## config.mk

```make
export PLATFORM = sky130hd
export DESIGN_NAME = integer_to_ascii_formatter_core_flat
export DESIGN_NICKNAME = d
export VERILOG_FILES = /design/src/hdl/itoa_pkg.sv /design/src/hdl/itoa_if.sv /design/src/hdl/itoa_bcd_unit.sv /design/src/hdl/integer_to_ascii_formatter_core.sv /design/src/flat_wrapper.sv
export VERILOG_INCLUDE_DIRS = /design/src /design/src/hdl
export SDC_FILE = /design/constraint.sdc
export NUM_CORES = 1
export LEC_CHECK = 0
export CAP_MARGIN = 20
export CORE_MARGIN = 3
export CORE_UTILIZATION = 40
export CTS_BUF_LIST = sky130_fd_sc_hd__clkbuf_4 sky130_fd_sc_hd__clkbuf_8
export CTS_CLUSTER_DIAMETER = 120
export CTS_CLUSTER_SIZE = 30
export DETAILED_ROUTE_END_ITERATION = 10
export DONT_BUFFER_PORTS = 1
export GPL_TIMING_DRIVEN = 1
export SLEW_MARGIN = 5
export SYNTH_ARGS = -nofsm -noshare
export SYNTH_HDL_FRONTEND = slang
export SYNTH_SLANG_ARGS = --single-unit
```

## constraint.sdc

```tcl
create_clock -name clock -period 8.9 [get_ports clock]
set_input_delay 0 -clock clock [delete_from_list [all_inputs] [get_ports clock]]
set_output_delay 0 -clock clock [all_outputs]
set_load 0.005 [all_outputs]
```

## src/hdl/integer_to_ascii_formatter_core_defines.svh

```systemverilog
// ----------------------------------------------------------------------------
// integer_to_ascii_formatter_core_defines
// assertion macros shared by the formatter rtl
// ----------------------------------------------------------------------------
`ifndef INTEGER_TO_ASCII_FORMATTER_CORE_DEFINES_SVH
`define INTEGER_TO_ASCII_FORMATTER_CORE_DEFINES_SVH

`ifndef SYNTH
// same-cycle implication
`define ITOA_ASSERT_IMP(label, ante, cons, msg) \
   label: assert property (@(posedge clock) disable iff (reset) \
      (ante) |-> (cons)) else $error(msg);
// next-cycle implication
`define ITOA_ASSERT_NXT(label, ante, cons, msg) \
   label: assert property (@(posedge clock) disable iff (reset) \
      (ante) |=> (cons)) else $error(msg);
`else
`define ITOA_ASSERT_IMP(label, ante, cons, msg)
`define ITOA_ASSERT_NXT(label, ante, cons, msg)
`endif

`endif

```

## src/hdl/itoa_pkg.sv

```systemverilog
// ----------------------------------------------------------------------------
// itoa_pkg
// shared widths, codes and types of the integer to ascii formatter
// ----------------------------------------------------------------------------
`timescale 1ns / 1ps

package itoa_pkg;

   localparam int ValueWidth = 32;
   localparam int DigitCount = 10;
   localparam int HexDigits  = ValueWidth / 4;
   localparam int BcdWidth   = DigitCount * 4;
   localparam int IdxWidth   = $clog2(DigitCount);
   localparam int StepWidth  = $clog2(ValueWidth);
   localparam int KindWidth  = 2;
   localparam int WidthBits  = 4;
   localparam int CharWidth  = 8;

   localparam logic [KindWidth-1:0] KIND_SDEC  = 2'd0;
   localparam logic [KindWidth-1:0] KIND_HEX   = 2'd1;
   localparam logic [KindWidth-1:0] KIND_FIXED = 2'd2;

   localparam logic [CharWidth-1:0] CHAR_ZERO  = 8'h30;
   localparam logic [CharWidth-1:0] CHAR_ALPHA = 8'h41;
   localparam logic [CharWidth-1:0] CHAR_MINUS = 8'h2d;

   typedef enum logic [4:0] {
      ST_IDLE = 5'b00001,
      ST_CONV = 5'b00010,
      ST_SIGN = 5'b00100,
      ST_SKIP = 5'b01000,
      ST_EMIT = 5'b10000
   } state_type;

   typedef struct packed {
      logic                  start;
      logic [ValueWidth-1:0] operand;
   } bcd_ctl_type;

   typedef struct packed {
      logic busy;
      logic done;
   } bcd_status_type;

   function automatic logic [CharWidth-1:0] digit_char(input logic [3:0] d);
      logic [CharWidth-1:0] c;
      if (d < 4'd10) begin
         c = CHAR_ZERO + CharWidth'(d);
      end else begin
         c = CHAR_ALPHA + CharWidth'(d - 4'd10);
      end
      return c;
   endfunction

endpackage

```

## src/hdl/itoa_if.sv

```systemverilog
// ----------------------------------------------------------------------------
// itoa_if
// valid/ready channels for request and response items
// ----------------------------------------------------------------------------
`timescale 1ns / 1ps

interface itoa_req_if
   import itoa_pkg::*;
   ();
   logic                  valid;
   logic                  ready;
   logic [KindWidth-1:0]  kind;
   logic [ValueWidth-1:0] value;
   logic [WidthBits-1:0]  width;

   modport source (output valid, kind, value, width, input ready);
   modport sink   (input valid, kind, value, width, output ready);
endinterface

interface itoa_rsp_if
   import itoa_pkg::*;
   ();
   logic                 valid;
   logic                 ready;
   logic [CharWidth-1:0] char_code;
   logic                 last;

   modport source (output valid, char_code, last, input ready);
   modport sink   (input valid, char_code, last, output ready);
endinterface

```

## src/hdl/itoa_bcd_unit.sv

```systemverilog
// ----------------------------------------------------------------------------
// itoa_bcd_unit
// shift-and-add-3 binary to bcd converter, one bit per cycle
// ----------------------------------------------------------------------------
`timescale 1ns / 1ps

module itoa_bcd_unit
   import itoa_pkg::*;
(
   input  logic                clock,
   input  logic                reset,
   input  bcd_ctl_type         ctl,
   output bcd_status_type      status,
   output logic [BcdWidth-1:0] bcd
);

   logic                  busy_ff, busy_in;
   logic                  done_ff, done_in;
   logic [StepWidth-1:0]  step_ff, step_in;
   logic [ValueWidth-1:0] shift_ff, shift_in;
   logic [BcdWidth-1:0]   bcd_ff, bcd_in;
   logic [BcdWidth-1:0]   adj;

   always_comb begin
      adj = bcd_ff;
      for (int i = 0; i < DigitCount; i++) begin
         if (bcd_ff[i*4 +: 4] >= 4'd5) begin
            adj[i*4 +: 4] = bcd_ff[i*4 +: 4] + 4'd3;
         end
      end
   end

   always_comb begin
      busy_in  = busy_ff;
      done_in  = 1'b0;
      step_in  = step_ff;
      shift_in = shift_ff;
      bcd_in   = bcd_ff;
      if (ctl.start) begin
         busy_in  = 1'b1;
         step_in  = '0;
         shift_in = ctl.operand;
         bcd_in   = '0;
      end else if (busy_ff) begin
         bcd_in   = {adj[BcdWidth-2:0], shift_ff[ValueWidth-1]};
         shift_in = {shift_ff[ValueWidth-2:0], 1'b0};
         step_in  = step_ff + 1'b1;
         if (step_ff == StepWidth'(ValueWidth - 1)) begin
            busy_in = 1'b0;
            done_in = 1'b1;
         end
      end
   end

   always_ff @(posedge clock) begin
      if (reset) begin
         busy_ff <= 1'b0;
         done_ff <= 1'b0;
      end else begin
         busy_ff <= busy_in;
         done_ff <= done_in;
      end
      step_ff  <= step_in;
      shift_ff <= shift_in;
      bcd_ff   <= bcd_in;
   end

   assign status.busy = busy_ff;
   assign status.done = done_ff;
   assign bcd         = bcd_ff;

endmodule

```

## src/hdl/integer_to_ascii_formatter_core.sv

```systemverilog
// ----------------------------------------------------------------------------
// integer_to_ascii_formatter_core
// formats a 32-bit number as signed decimal, hex or fixed-width decimal text
// ----------------------------------------------------------------------------
//  port      dir   item fields             handshake
//  req_chan  in    kind, value, width      valid/ready
//  rsp_chan  out   char_code, last         valid/ready
//
//  signed decimal, n digits: accept, bcd shift, capture, minus if negative,
//  skip of leading zeros, n chars at one per cycle while rsp_chan takes them
//  fixed width w: accept, bcd shift, capture, w chars with leading zeros
//  hex, n digits: accept, skip of leading zeros, n chars; width zero
//  or unused kind: accept only; a stalled rsp_chan holds the sequencer per char
//  req_chan.ready only while idle; synchronous reset clears the sequencer
// ----------------------------------------------------------------------------
`timescale 1ns / 1ps
`include "integer_to_ascii_formatter_core_defines.svh"

module integer_to_ascii_formatter_core
   import itoa_pkg::*;
(
   input logic          clock,
   input logic          reset,
   itoa_req_if.sink     req_chan,
   itoa_rsp_if.source   rsp_chan
);

   state_type            state_ff, state_in;
   logic [KindWidth-1:0] kind_ff, kind_in;
   logic                 neg_ff, neg_in;
   logic [IdxWidth-1:0]  idx_ff, idx_in;
   logic [BcdWidth-1:0]  digit_ff, digit_in;
   logic                 rsp_valid_ff, rsp_valid_in;
   logic [CharWidth-1:0] char_ff, char_in;
   logic                 last_ff, last_in;

   bcd_ctl_type          bcd_ctl;
   bcd_status_type       bcd_status;
   logic [BcdWidth-1:0]  bcd_digits;

   logic                 accept;
   logic                 load_ok;
   logic                 rsp_load;
   logic                 req_neg;
   logic [WidthBits-1:0] width_clip;
   logic [3:0]           cur_digit;

   itoa_bcd_unit u_bcd (
      .clock  (clock),
      .reset  (reset),
      .ctl    (bcd_ctl),
      .status (bcd_status),
      .bcd    (bcd_digits)
   );

   assign accept    = req_chan.valid && req_chan.ready;
   assign load_ok   = !rsp_valid_ff || rsp_chan.ready;
   assign req_neg   = (req_chan.kind == KIND_SDEC) && req_chan.value[ValueWidth-1];
   assign cur_digit = digit_ff[idx_ff*4 +: 4];

   always_comb begin
      if (req_chan.width > WidthBits'(DigitCount)) begin
         width_clip = WidthBits'(DigitCount);
      end else begin
         width_clip = req_chan.width;
      end
   end

   always_comb begin
      state_in     = state_ff;
      kind_in      = kind_ff;
      neg_in       = neg_ff;
      idx_in       = idx_ff;
      digit_in     = digit_ff;
      rsp_valid_in = rsp_valid_ff && !rsp_chan.ready;
      char_in      = char_ff;
      last_in      = last_ff;
      rsp_load     = 1'b0;
      bcd_ctl.start   = 1'b0;
      bcd_ctl.operand = req_neg ? (~req_chan.value + 1'b1) : req_chan.value;

      case (state_ff)
         ST_IDLE: begin
            if (accept) begin
               kind_in = req_chan.kind;
               neg_in  = req_neg;
               case (req_chan.kind)
                  KIND_SDEC: begin
                     idx_in        = IdxWidth'(DigitCount - 1);
                     bcd_ctl.start = 1'b1;
                     state_in      = ST_CONV;
                  end
                  KIND_HEX: begin
                     idx_in   = IdxWidth'(HexDigits - 1);
                     digit_in = BcdWidth'(req_chan.value);
                     state_in = ST_SKIP;
                  end
                  KIND_FIXED: begin
                     if (width_clip != '0) begin
                        idx_in        = IdxWidth'(width_clip - 1'b1);
                        bcd_ctl.start = 1'b1;
                        state_in      = ST_CONV;
                     end
                  end
                  default: begin
                     state_in = ST_IDLE;
                  end
               endcase
            end
         end
         ST_CONV: begin
            if (bcd_status.done) begin
               digit_in = bcd_digits;
               if (kind_ff == KIND_FIXED) begin
                  state_in = ST_EMIT;
               end else if (neg_ff) begin
                  state_in = ST_SIGN;
               end else begin
                  state_in = ST_SKIP;
               end
            end
         end
         ST_SIGN: begin
            if (load_ok) begin
               rsp_load = 1'b1;
               char_in  = CHAR_MINUS;
               last_in  = 1'b0;
               state_in = ST_SKIP;
            end
         end
         ST_SKIP: begin
            if (cur_digit == 4'd0 && idx_ff != '0) begin
               idx_in = idx_ff - 1'b1;
            end else begin
               state_in = ST_EMIT;
            end
         end
         ST_EMIT: begin
            if (load_ok) begin
               rsp_load = 1'b1;
               char_in  = digit_char(cur_digit);
               last_in  = (idx_ff == '0);
               if (idx_ff == '0) begin
                  state_in = ST_IDLE;
               end else begin
                  idx_in = idx_ff - 1'b1;
               end
            end
         end
         default: begin
            state_in = ST_IDLE;
         end
      endcase

      if (rsp_load) begin
         rsp_valid_in = 1'b1;
      end
   end

   always_ff @(posedge clock) begin
      if (reset) begin
         state_ff     <= ST_IDLE;
         rsp_valid_ff <= 1'b0;
      end else begin
         state_ff     <= state_in;
         rsp_valid_ff <= rsp_valid_in;
      end
      kind_ff  <= kind_in;
      neg_ff   <= neg_in;
      idx_ff   <= idx_in;
      digit_ff <= digit_in;
      char_ff  <= char_in;
      last_ff  <= last_in;
   end

   assign req_chan.ready     = (state_ff == ST_IDLE);
   assign rsp_chan.valid     = rsp_valid_ff;
   assign rsp_chan.char_code = char_ff;
   assign rsp_chan.last      = last_ff;

   `ITOA_ASSERT_IMP(a_done_in_conv, bcd_status.done, state_ff == ST_CONV, "bcd done outside conversion")
   `ITOA_ASSERT_IMP(a_sign_sdec, state_ff == ST_SIGN, kind_ff == KIND_SDEC && neg_ff, "sign state without negative signed item")
   `ITOA_ASSERT_IMP(a_dec_digit, state_ff == ST_EMIT && kind_ff != KIND_HEX, cur_digit < 4'd10, "decimal digit out of range")
   `ITOA_ASSERT_NXT(a_last_idle, rsp_load && last_in, state_ff == ST_IDLE && rsp_chan.last, "final char not followed by idle")

endmodule

```

## src/flat_wrapper.sv

```systemverilog
// flat-port wrapper written by rule: the top's interface ports become plain ports
module integer_to_ascii_formatter_core_flat import itoa_pkg::*;
  (clock, reset, req_chan_valid, req_chan_kind, req_chan_value, req_chan_width, req_chan_ready, rsp_chan_valid, rsp_chan_char_code, rsp_chan_last, rsp_chan_ready);
  itoa_req_if req_chan_i ();
  itoa_rsp_if rsp_chan_i ();
  input logic clock;
  input logic reset;
  input wire logic [$bits(req_chan_i.valid)-1:0] req_chan_valid;
  input wire logic [$bits(req_chan_i.kind)-1:0] req_chan_kind;
  input wire logic [$bits(req_chan_i.value)-1:0] req_chan_value;
  input wire logic [$bits(req_chan_i.width)-1:0] req_chan_width;
  output wire logic [$bits(req_chan_i.ready)-1:0] req_chan_ready;
  output wire logic [$bits(rsp_chan_i.valid)-1:0] rsp_chan_valid;
  output wire logic [$bits(rsp_chan_i.char_code)-1:0] rsp_chan_char_code;
  output wire logic [$bits(rsp_chan_i.last)-1:0] rsp_chan_last;
  input wire logic [$bits(rsp_chan_i.ready)-1:0] rsp_chan_ready;
  assign req_chan_i.valid = req_chan_valid;
  assign req_chan_i.kind = req_chan_kind;
  assign req_chan_i.value = req_chan_value;
  assign req_chan_i.width = req_chan_width;
  assign req_chan_ready = req_chan_i.ready;
  assign rsp_chan_valid = rsp_chan_i.valid;
  assign rsp_chan_char_code = rsp_chan_i.char_code;
  assign rsp_chan_last = rsp_chan_i.last;
  assign rsp_chan_i.ready = rsp_chan_ready;
  integer_to_ascii_formatter_core u_core (.clock(clock), .reset(reset), .req_chan(req_chan_i), .rsp_chan(rsp_chan_i));
endmodule
```

==> summary.txt, run 1 <==
Clocking
  – CTS tree: done
  – Worst-path clk slew: around 80 ps
  – CTS buffer count: 17
  – Clock network latency to the later pin of the worst-skew pair: 460 ps
  – # clock sinks: 140
  – H-tree depth: 4
  – Root Driver: clkbuf_8
  – CTS Buffer Depth: 2

Global routing
  – Gr ovfl total: 0
  – Largest net degree at the start of global routing: 84
  – Vias in the first global route: ~5800
  – GRT Overall Usage: 0.170
  – First-pass GRT wire length: approximately 30000 µm
  – Antenna violations before repair: 0

Drt
  – DRT antenna net count: 0
  – Vias per inst: around 5.2
  – Initial DRC count: 444
  – WL/cell: ~16 µm
  – Remaining DRCs: 0
  – Post-Route WL: around 18000 µm
  – Pre-antenna DRT Iters: 5
  – Via count: a little under 6000

Critical path
  – Crit path max fanout: 17
  – Critical R2R Launch: u_core.idx_ff[0]$_DFFE_PP_
  – Crit-path slowest cell: edfxtp_1
  – Cell chain of the critical path: mux4_2, mux2i_1, o22ai_1, inv_1, ha_1, and2_1, nand3_1, a221oi_1
  – Flop2flop setup slack: roughly 5700 ps
  – Nature of the critical path endpoint: flop
  – Crit Path Class: reg -> reg
  – Crit Reg-Reg Endpoint: u_core.idx_ff[1]$_DFFE_PP_
  – Crit start category: flop
  – WP data required: roughly 9000 ps
  – Worst Path Arrival: approximately 3300 ps
  – Slowest stage delay, CP: 850 ps
  – R2R depth: 8

Synth
  – Main combinational cell family by area after synthesis: simple AND/OR/NAND/NOR gates
  – Synth Area in XOR/XNOR: 0.0657
  – Post-synthesis cell count: approximately 850
  – Synth area leader: edfxtp_1
  – Main area contributors after synthesis: edfxtp_1 (33%), dfxtp_1 (13%), a21oi_1 (5.6%), ha_1 (5.4%), nand2_1 (5.2%)
  – Synth Net Count: 929
  – Primary FF master, synth: edfxtp_1
  – Syn. warnings: 0
  – Post-Syn Area per Cell: around 9 µm²
  – Synth cell types: 59
  – Mux contribution to synthesized area: 0.0455
  – Post-Synth Simple-Gate Area: 0.175
  – Async set or reset register ratio after synthesis: 0
  – EDFF count, synth: 87
  – Top cell type's share of synthesized area: 0.332
  – Yosys reg bits: between 100 and 150
  – Adder-cell share of the synthesized area: 0.0541
  – Sequential-to-total area share from yosys stat: 0.467
  – Post-synthesis compound-gate area fraction: 0.148
  – Mapped Area: roughly 7900 µm²

Timing
  – Post-Route Setup TNS: 0 ps
  – Final hold violation count: 0
  – Final Cycle Share: 0.361
  – Final slew viol count: 0
  – Final setup margin: ~5700 ps
  – Headroom to the max-slew limit: 0.228
  – Final Setup Violations: 0
  – Setup Skew: around 17 ps
  – Highest Clock Rate: 311 MHz
  – Minimum clock period: 3220 ps
  – RSZ-0062 raised after global routing: no
  – Slew @ Worst Pin: 1160 ps

Placement
  – Port bufs: 0
  – Final GP Congestion: 0.802
  – Pre-CTS WS: 5680 ps
  – HPWL after detailed placement: approximately 12000 µm

Power and ir drop
  – Net switching power: 0.000660 W
  – Pwr/cell area: around 220 nW/µm²
  – Leak: between 3 and 4 nW
  – Sw Ratio: 0.343
  – Combinational power share: 0.267
  – Int Power: ~0.0013 W
  – Final Total Pwr: a little under 0.002 W
  – Clock share of power: 0.244
  – Seq pwr share: 0.489
  – Worst vdd ir: around 0.11 mV

Outcome
  – Status: finished clean

Layout
  – Fin util: 0.463
  – Nets: 950
  – Layout cells sized above 1: 0.0722
  – Area Growth Syn to Fin: 11.8%
  – Antenna Cells: 0

Die
  – Core area: approximately 19000 µm²
  – Floorplan die width: between 100 and 150 µm
  – I/O Pins: 53
  – Die Footprint: 21400 µm²
  – DIE HEIGHT: approximately 150 µm
  – Row count: 50
  – Starting Density: 0.414

Min path
  – Hold EP: u_core.idx_ff[0]$_DFFE_PP_
  – HP Class: in -> reg
  – Hold path depth: 3
  – Worst hold start: req_chan_width[0]

Run
  – Max-Cap Viols: 0
==> cells by family (layout without fill, tap and decap cells) <==
family                   Yosys count  in the layout
AND/OR/NAND/NOR                  304            304
adder cells (fa/ha/maj)           34             34
AO/OA/AOI/OAI                    196            196
flip-flops                       140            140
multiplexers                      33             33
XOR/XNOR                          59             59
buffers and inverters             86            120
other                              1              1
==> cell type report <==
class,instances,area [µm²]
Clock buffer,25,307
Clock inverter,7,40.0
Fill cell,1870,10200
Inverter,45,169
Multi-Input combinational cell,627,3870
Sequential cell,140,3670
Tap cell,260,325
Timing Repair Buffer,43,415
==> metal layers <==
layer | track usage | vias to the layer above | part of all wire
li1 | - | 3004 | -
met1 | 0.239 | 2776 | 0.49
met5 | 0 | - | 0
met4 | 0.0494 | 0 | 0.0088
met2 | 0.262 | 114 | 0.46
met3 | 0.0407 | 14 | 0.047
==> worst max-delay path by stage <==
stage	slack, ps	startpoint	to
3_3_place_gp	5780	u_core.idx_ff[0]$_DFFE_PP_	u_core.idx_ff[0]$_DFFE_PP_
2_1_floorplan	5120	u_core.state_ff[2]$_SDFFE_PP0P_	u_core.u_bcd.shift_ff[0]$_SDFFCE_PN0P_
6_report	5680	u_core.idx_ff[0]$_DFFE_PP_	u_core.idx_ff[1]$_DFFE_PP_
5_1_grt	5430	u_core.idx_ff[0]$_DFFE_PP_	u_core.idx_ff[1]$_DFFE_PP_
3_5_place_dp	5680	u_core.idx_ff[0]$_DFFE_PP_	u_core.idx_ff[0]$_DFFE_PP_
4_1_cts	5660	u_core.idx_ff[0]$_DFFE_PP_	u_core.idx_ff[1]$_DFFE_PP_
==> critical path: cells and delay by family, from the launching register on <==
kind                     cells  cell delay (ps)
multiplexers                 2              740
adder cells (fa/ha/maj)      1              130
flip-flops                   1              850
AO/OA/AOI/OAI                2              790
AND/OR/NAND/NOR              2              220
buffers and inverters        1              100
==> placed cells by master (no fill, tap or decap), types with 3 or more instances in the layout <==
| cell type | synthesis | layout |
|---|---|---|
| a21o_1 | 6 | 6 |
| a21oi_1 | 88 | 87 |
| and2_1 | 6 | 6 |
| and3_1 | 6 | 6 |
| buf_4 | 1 | 6 |
| clkbuf_4 | 0 | 6 |
| clkbuf_8 | 0 | 19 |
| clkinv_2 | 0 | 3 |
| dfxtp_1 | 53 | 53 |
| dlygate4sd3_1 | 0 | 37 |
| edfxtp_1 | 87 | 87 |
| ha_1 | 34 | 34 |
| inv_1 | 45 | 45 |
| mux2i_1 | 29 | 29 |
| nand2_1 | 109 | 109 |
| nand2b_1 | 16 | 16 |
| nand3_1 | 21 | 21 |
| nand3b_1 | 5 | 5 |
| nor2_1 | 101 | 101 |
| nor3_1 | 18 | 18 |
| o21ai_0 | 56 | 55 |
| o21ai_1 | 7 | 7 |
| o22ai_1 | 9 | 9 |
| o31ai_1 | 4 | 4 |
| o31ai_2 | 6 | 6 |
| o41ai_1 | 3 | 3 |
| or3_1 | 4 | 4 |
| xnor2_1 | 23 | 23 |
| xor2_1 | 36 | 36 |
==> Yosys cell counts, types with 2 or more instances <==
cell      instances
and3_1            6
o21ai_1           7
ha_1             34
mux4_2            2
a31oi_1           2
a221oi_1          2
buf_2            11
dfxtp_1          53
edfxtp_1         87
nand2b_1         16
xor2_1           36
o31ai_1           4
clkbuf_1         24
o41ai_1           3
mux2_2            2
xnor2_1          23
o22ai_1           9
nor3_1           18
and2_1            6
nor2b_1           2
nand2_1         109
nor2_1          101
o21bai_1          2
or2_2             2
or3_1             4
a21o_1            6
mux2i_1          29
inv_1            45
a21oi_1          88
or4_4             2
o31ai_2           6
buf_1             3
nor4_1            2
a211oi_1          2
o41ai_2           2
nand3_1          21
nand3b_1          5
o21ai_0          56
==> sequential cells by signal, summed over array words and instances, names as in the netlist <==
| register | cells |
|---|---|
| u_core.digit_ff | 40 |
| u_core.idx_ff | 4 |
| u_core.kind_ff | 2 |
| u_core.neg_ff | 1 |
| u_core.rsp_chan.char_code | 7 |
| u_core.rsp_chan.last | 1 |
| u_core.rsp_chan.valid | 1 |
| u_core.state_ff | 5 |
| u_core.u_bcd.bcd | 40 |
| u_core.u_bcd.busy_ff | 1 |
| u_core.u_bcd.done_ff | 1 |
| u_core.u_bcd.shift_ff | 32 |
| u_core.u_bcd.step_ff | 5 |
==> per-stage QoR <==
step / std cells / hold slack (ps) / cell area (µm²)
6_report: 1147 / 14.2 / 8800
3_5_place_dp: 1078 / 77.6 / 8080
3_3_place_gp: 1078 / 78.2 / 8080
5_1_grt: 1147 / 41.4 / 8800
2_1_floorplan: 853 / 98.9 / 7870
4_1_cts: 1147 / 7.94 / 8800
==> power by group through the flow <==
| stage | combinational (W) | clock [W] | sequential (W) |
|---|---|---|---|
| 2_1_floorplan | 0.000416 | 0 | 0.000914 |
| 3_3_place_gp | 0.000488 | 0 | 0.000955 |
| 3_5_place_dp | 0.000495 | 0 | 0.000953 |
| 4_1_cts | 0.000517 | 0.000482 | 0.000940 |
| 5_1_grt | 0.000594 | 0.000508 | 0.000959 |
| 6_report | 0.000515 | 0.000470 | 0.000941 |
==> timing repair <==
item	CTS	global route
hold buffers	37	0
buffers inserted	0	0
gates resized for setup	0	0
endpoints found under the hold margin	74	0
No activity file was read; power rests on OpenSTA's default activity.
==> inputs of run 2 (changes only) <==
==> constraint.sdc (replaced) <==
create_clock -name clock -period 2.9 [get_ports clock]
set_input_delay 0 -clock clock [delete_from_list [all_inputs] [get_ports clock]]
set_output_delay 0 -clock clock [all_outputs]
set_load 0.005 [all_outputs]
==> summary.txt, run 2 (synthesis gave the netlist of run 1 again) <==
Die
  – Core area: 19000 µm² (unchanged)
  – Row count: 50 (unchanged)
  – DIE HEIGHT: 146 µm (unchanged)
  – Starting Density: 0.414 (unchanged)
  – Floorplan die width: 146 µm (unchanged)
  – I/O Pins: 53 (unchanged)
  – Die Footprint: 21400 µm² (unchanged)

Global routing
  – Vias in the first global route: 5813 (was 5754)
  – Antenna violations before repair: 0 (unchanged)
  – Met3 Use GR: 0.0469 (was 0.0407)
  – Gr ovfl total: 0 (unchanged)
  – Met1 Track Usage GR: 0.242 (was 0.239)
  – First-pass GRT wire length: 30200 µm (was 29500 µm)
  – GRT Overall Usage: 0.175 (was 0.170)
  – Layer with the highest usage: met2 (unchanged)
  – GRT met2 Usage: 0.272 (was 0.262)
  – Largest net degree at the start of global routing: 47 (was 84)

Timing
  – Final hold violation count: 0 (unchanged)
  – Final Cycle Share: 0.942 (was 0.361)
  – Setup Skew: 8.30 ps (was 16.8 ps)
  – Highest Clock Rate: 366 MHz (was 311 MHz)
  – Final slew viol count: 0 (unchanged)
  – Slew @ Worst Pin: 640 ps (was 1160 ps)
  – Headroom to the max-slew limit: 0.573 (was 0.228)
  – RSZ-0062 raised after global routing: no (unchanged)
  – Minimum clock period: 2730 ps (was 3220 ps)
  – Final Setup Violations: 0 (unchanged)
  – Post-Route Setup TNS: 0 ps (unchanged)

Power and ir drop
  – Pwr/cell area: 669 nW/µm² (was 219 nW/µm²)
  – Worst vdd ir: 0.327 mV (was 0.107 mV)
  – Leak: 3.33 nW (was 3.26 nW)
  – Final Total Pwr: 0.00596 W (was 0.00193 W)

Drt
  – DRT antenna net count: 0 (unchanged)
  – Via count: 6046 (was 5908)
  – WL/cell: 15.9 µm (was 15.6 µm)
  – Pre-antenna DRT Iters: 5 (unchanged)
  – Post-Route WL: 18400 µm (was 17900 µm)
  – Vias per inst: 5.21 (was 5.15)
  – Remaining DRCs: 0 (unchanged)
  – Initial DRC count: 372 (was 444)

Min path
  – Hold path depth: 4 (was 3)
  – HP Class: in -> reg (unchanged)
  – Hold EP: u_core.idx_ff[3]$_DFFE_PP_ (was u_core.idx_ff[0]$_DFFE_PP_)
  – Worst hold start: req_chan_width[3] (was req_chan_width[0])

Placement
  – Port bufs: 0 (unchanged)
  – Cells after DPL: 1092 (was 1078)
  – HPWL after detailed placement: 12600 µm (was 11900 µm)
  – Final GP Congestion: 0.800 (was 0.802)

Run
  – Max-Cap Viols: 0 (unchanged)

Clocking
  – Clock network latency to the later pin of the worst-skew pair: 450 ps (was 460 ps)
  – H-tree depth: 4 (unchanged)
  – Worst-path clk slew: 80 ps (about the same)
  – CTS tree: done (unchanged)
  – CTS buffer count: 17 (unchanged)
  – CTS Buffer Depth: 2 (unchanged)
  – # clock sinks: 140 (unchanged)
  – Root Driver: clkbuf_8 (unchanged)

Layout
  – Area Growth Syn to Fin: 13.3% (was 11.8%)
  – Nets: 964 (was 950)
  – Non-filler cells, final: 1161 (was 1147)
  – Antenna Cells: 0 (unchanged)
  – Commonest cells after routing, fill and taps aside: nand2_1 (109), nor2_1 (101), a21oi_1 (87), edfxtp_1 (87), o21ai_0 (55) (unchanged)
  – Layout cells sized above 1: 0.0888 (was 0.0722)
  – Most common cell after layout, fill and taps aside: nand2_1 (unchanged)

Critical path
  – Crit path max fanout: 6 (was 17)
  – Critical R2R Launch: u_core.idx_ff[0]$_DFFE_PP_ (unchanged)
  – Nature of the critical path endpoint: flop (unchanged)
  – R2R depth: 11 (was 8)
  – WP data required: 3100 ps (was 8990 ps)
  – Worst Path Arrival: 2930 ps (was 3310 ps)
  – Crit Path Class: reg -> reg (unchanged)
  – Flop2flop setup slack: 170 ps (was 5680 ps)
  – Crit start category: flop (unchanged)
  – Crit Reg-Reg Endpoint: u_core.rsp_chan.char_code[4]$_SDFFCE_PN0P_ (was u_core.idx_ff[1]$_DFFE_PP_)

Outcome
  – Status: finished clean (unchanged)
run 2: layout make-up:
type                    count  area [µm²]
well taps                 260         325
inverters                  45         169
clock inverters            11        70.1
flip-flops and latches    140        3670
fillers                  1834       10100
repair buffers             57         533
clock buffers              21         277
multi-input cells         627        3870
run 2: worst max path at each step:
| stage | start | endpoint | depth (start not counted) |
|---|---|---|---|
| floorplan | u_core.state_ff[2]$_SDFFE_PP0P_ | u_core.digit_ff[0]$_DFFE_PP_ | 8 |
| detailed placement | u_core.idx_ff[0]$_DFFE_PP_ | u_core.rsp_chan.char_code[4]$_SDFFCE_PN0P_ | 12 |
| global placement | u_core.idx_ff[2]$_DFFE_PP_ | u_core.rsp_chan.char_code[4]$_SDFFCE_PN0P_ | 11 |
| CTS | u_core.idx_ff[0]$_DFFE_PP_ | u_core.rsp_chan.char_code[4]$_SDFFCE_PN0P_ | 12 |
| finish | u_core.idx_ff[0]$_DFFE_PP_ | u_core.rsp_chan.char_code[4]$_SDFFCE_PN0P_ | 11 |
| global route | u_core.idx_ff[2]$_DFFE_PP_ | u_core.rsp_chan.char_code[4]$_SDFFCE_PN0P_ | 11 |
run 2: stage by stage:
stage / instance area, µm² / util / setup WS, ps / hold slack [ps]
finish: 8910 / 0.469 / 168 / 47.9
global route: 8910 / 0.469 / 4.39 / 37.7
CTS: 8910 / 0.469 / 171 / 33.7
detailed placement: 8200 / 0.431 / 189 / 80.1
global placement: 8200 / 0.431 / 253 / 77.1
floorplan: 7880 / - / 124 / 98.9
run 2: what timing repair did:
item                                    4_1_cts  5_1_grt
gates resized for setup                       0        1
endpoints found under the hold margin        74        0
hold buffers                                 37        0
setup buffers                                 0        0
endpoints found under the setup margin        0        1
run 2: critical path, stage by stage (launching register included):
cell and delay, ps:
edfxtp_1 480, buf_4 220, mux2i_1 230, o22ai_1 100, o21bai_1 240, and2_1 260, inv_1 80, ha_1 360
nand3b_1 140, nand2_1 70, a211oi_1 210, nor3_1 100
run 2: power breakdown:
part | switching, W | internal (W) | leakage [nW] | total, W
Sequential | 0.000287 | 0.00256 | 1.23 | 0.00285
Clock | 0.000766 | 0.000649 | 0.186 | 0.00141
Combinational | 0.00102 | 0.000682 | 1.91 | 0.00170
run 2: metal layers:
metal	share of wire	vias to the layer above	wire, µm
met5	0	-	0
li1	-	3036	-
met3	0.052	24	952
met4	0.015	0	284
met2	0.45	141	8320
met1	0.48	2845	8870
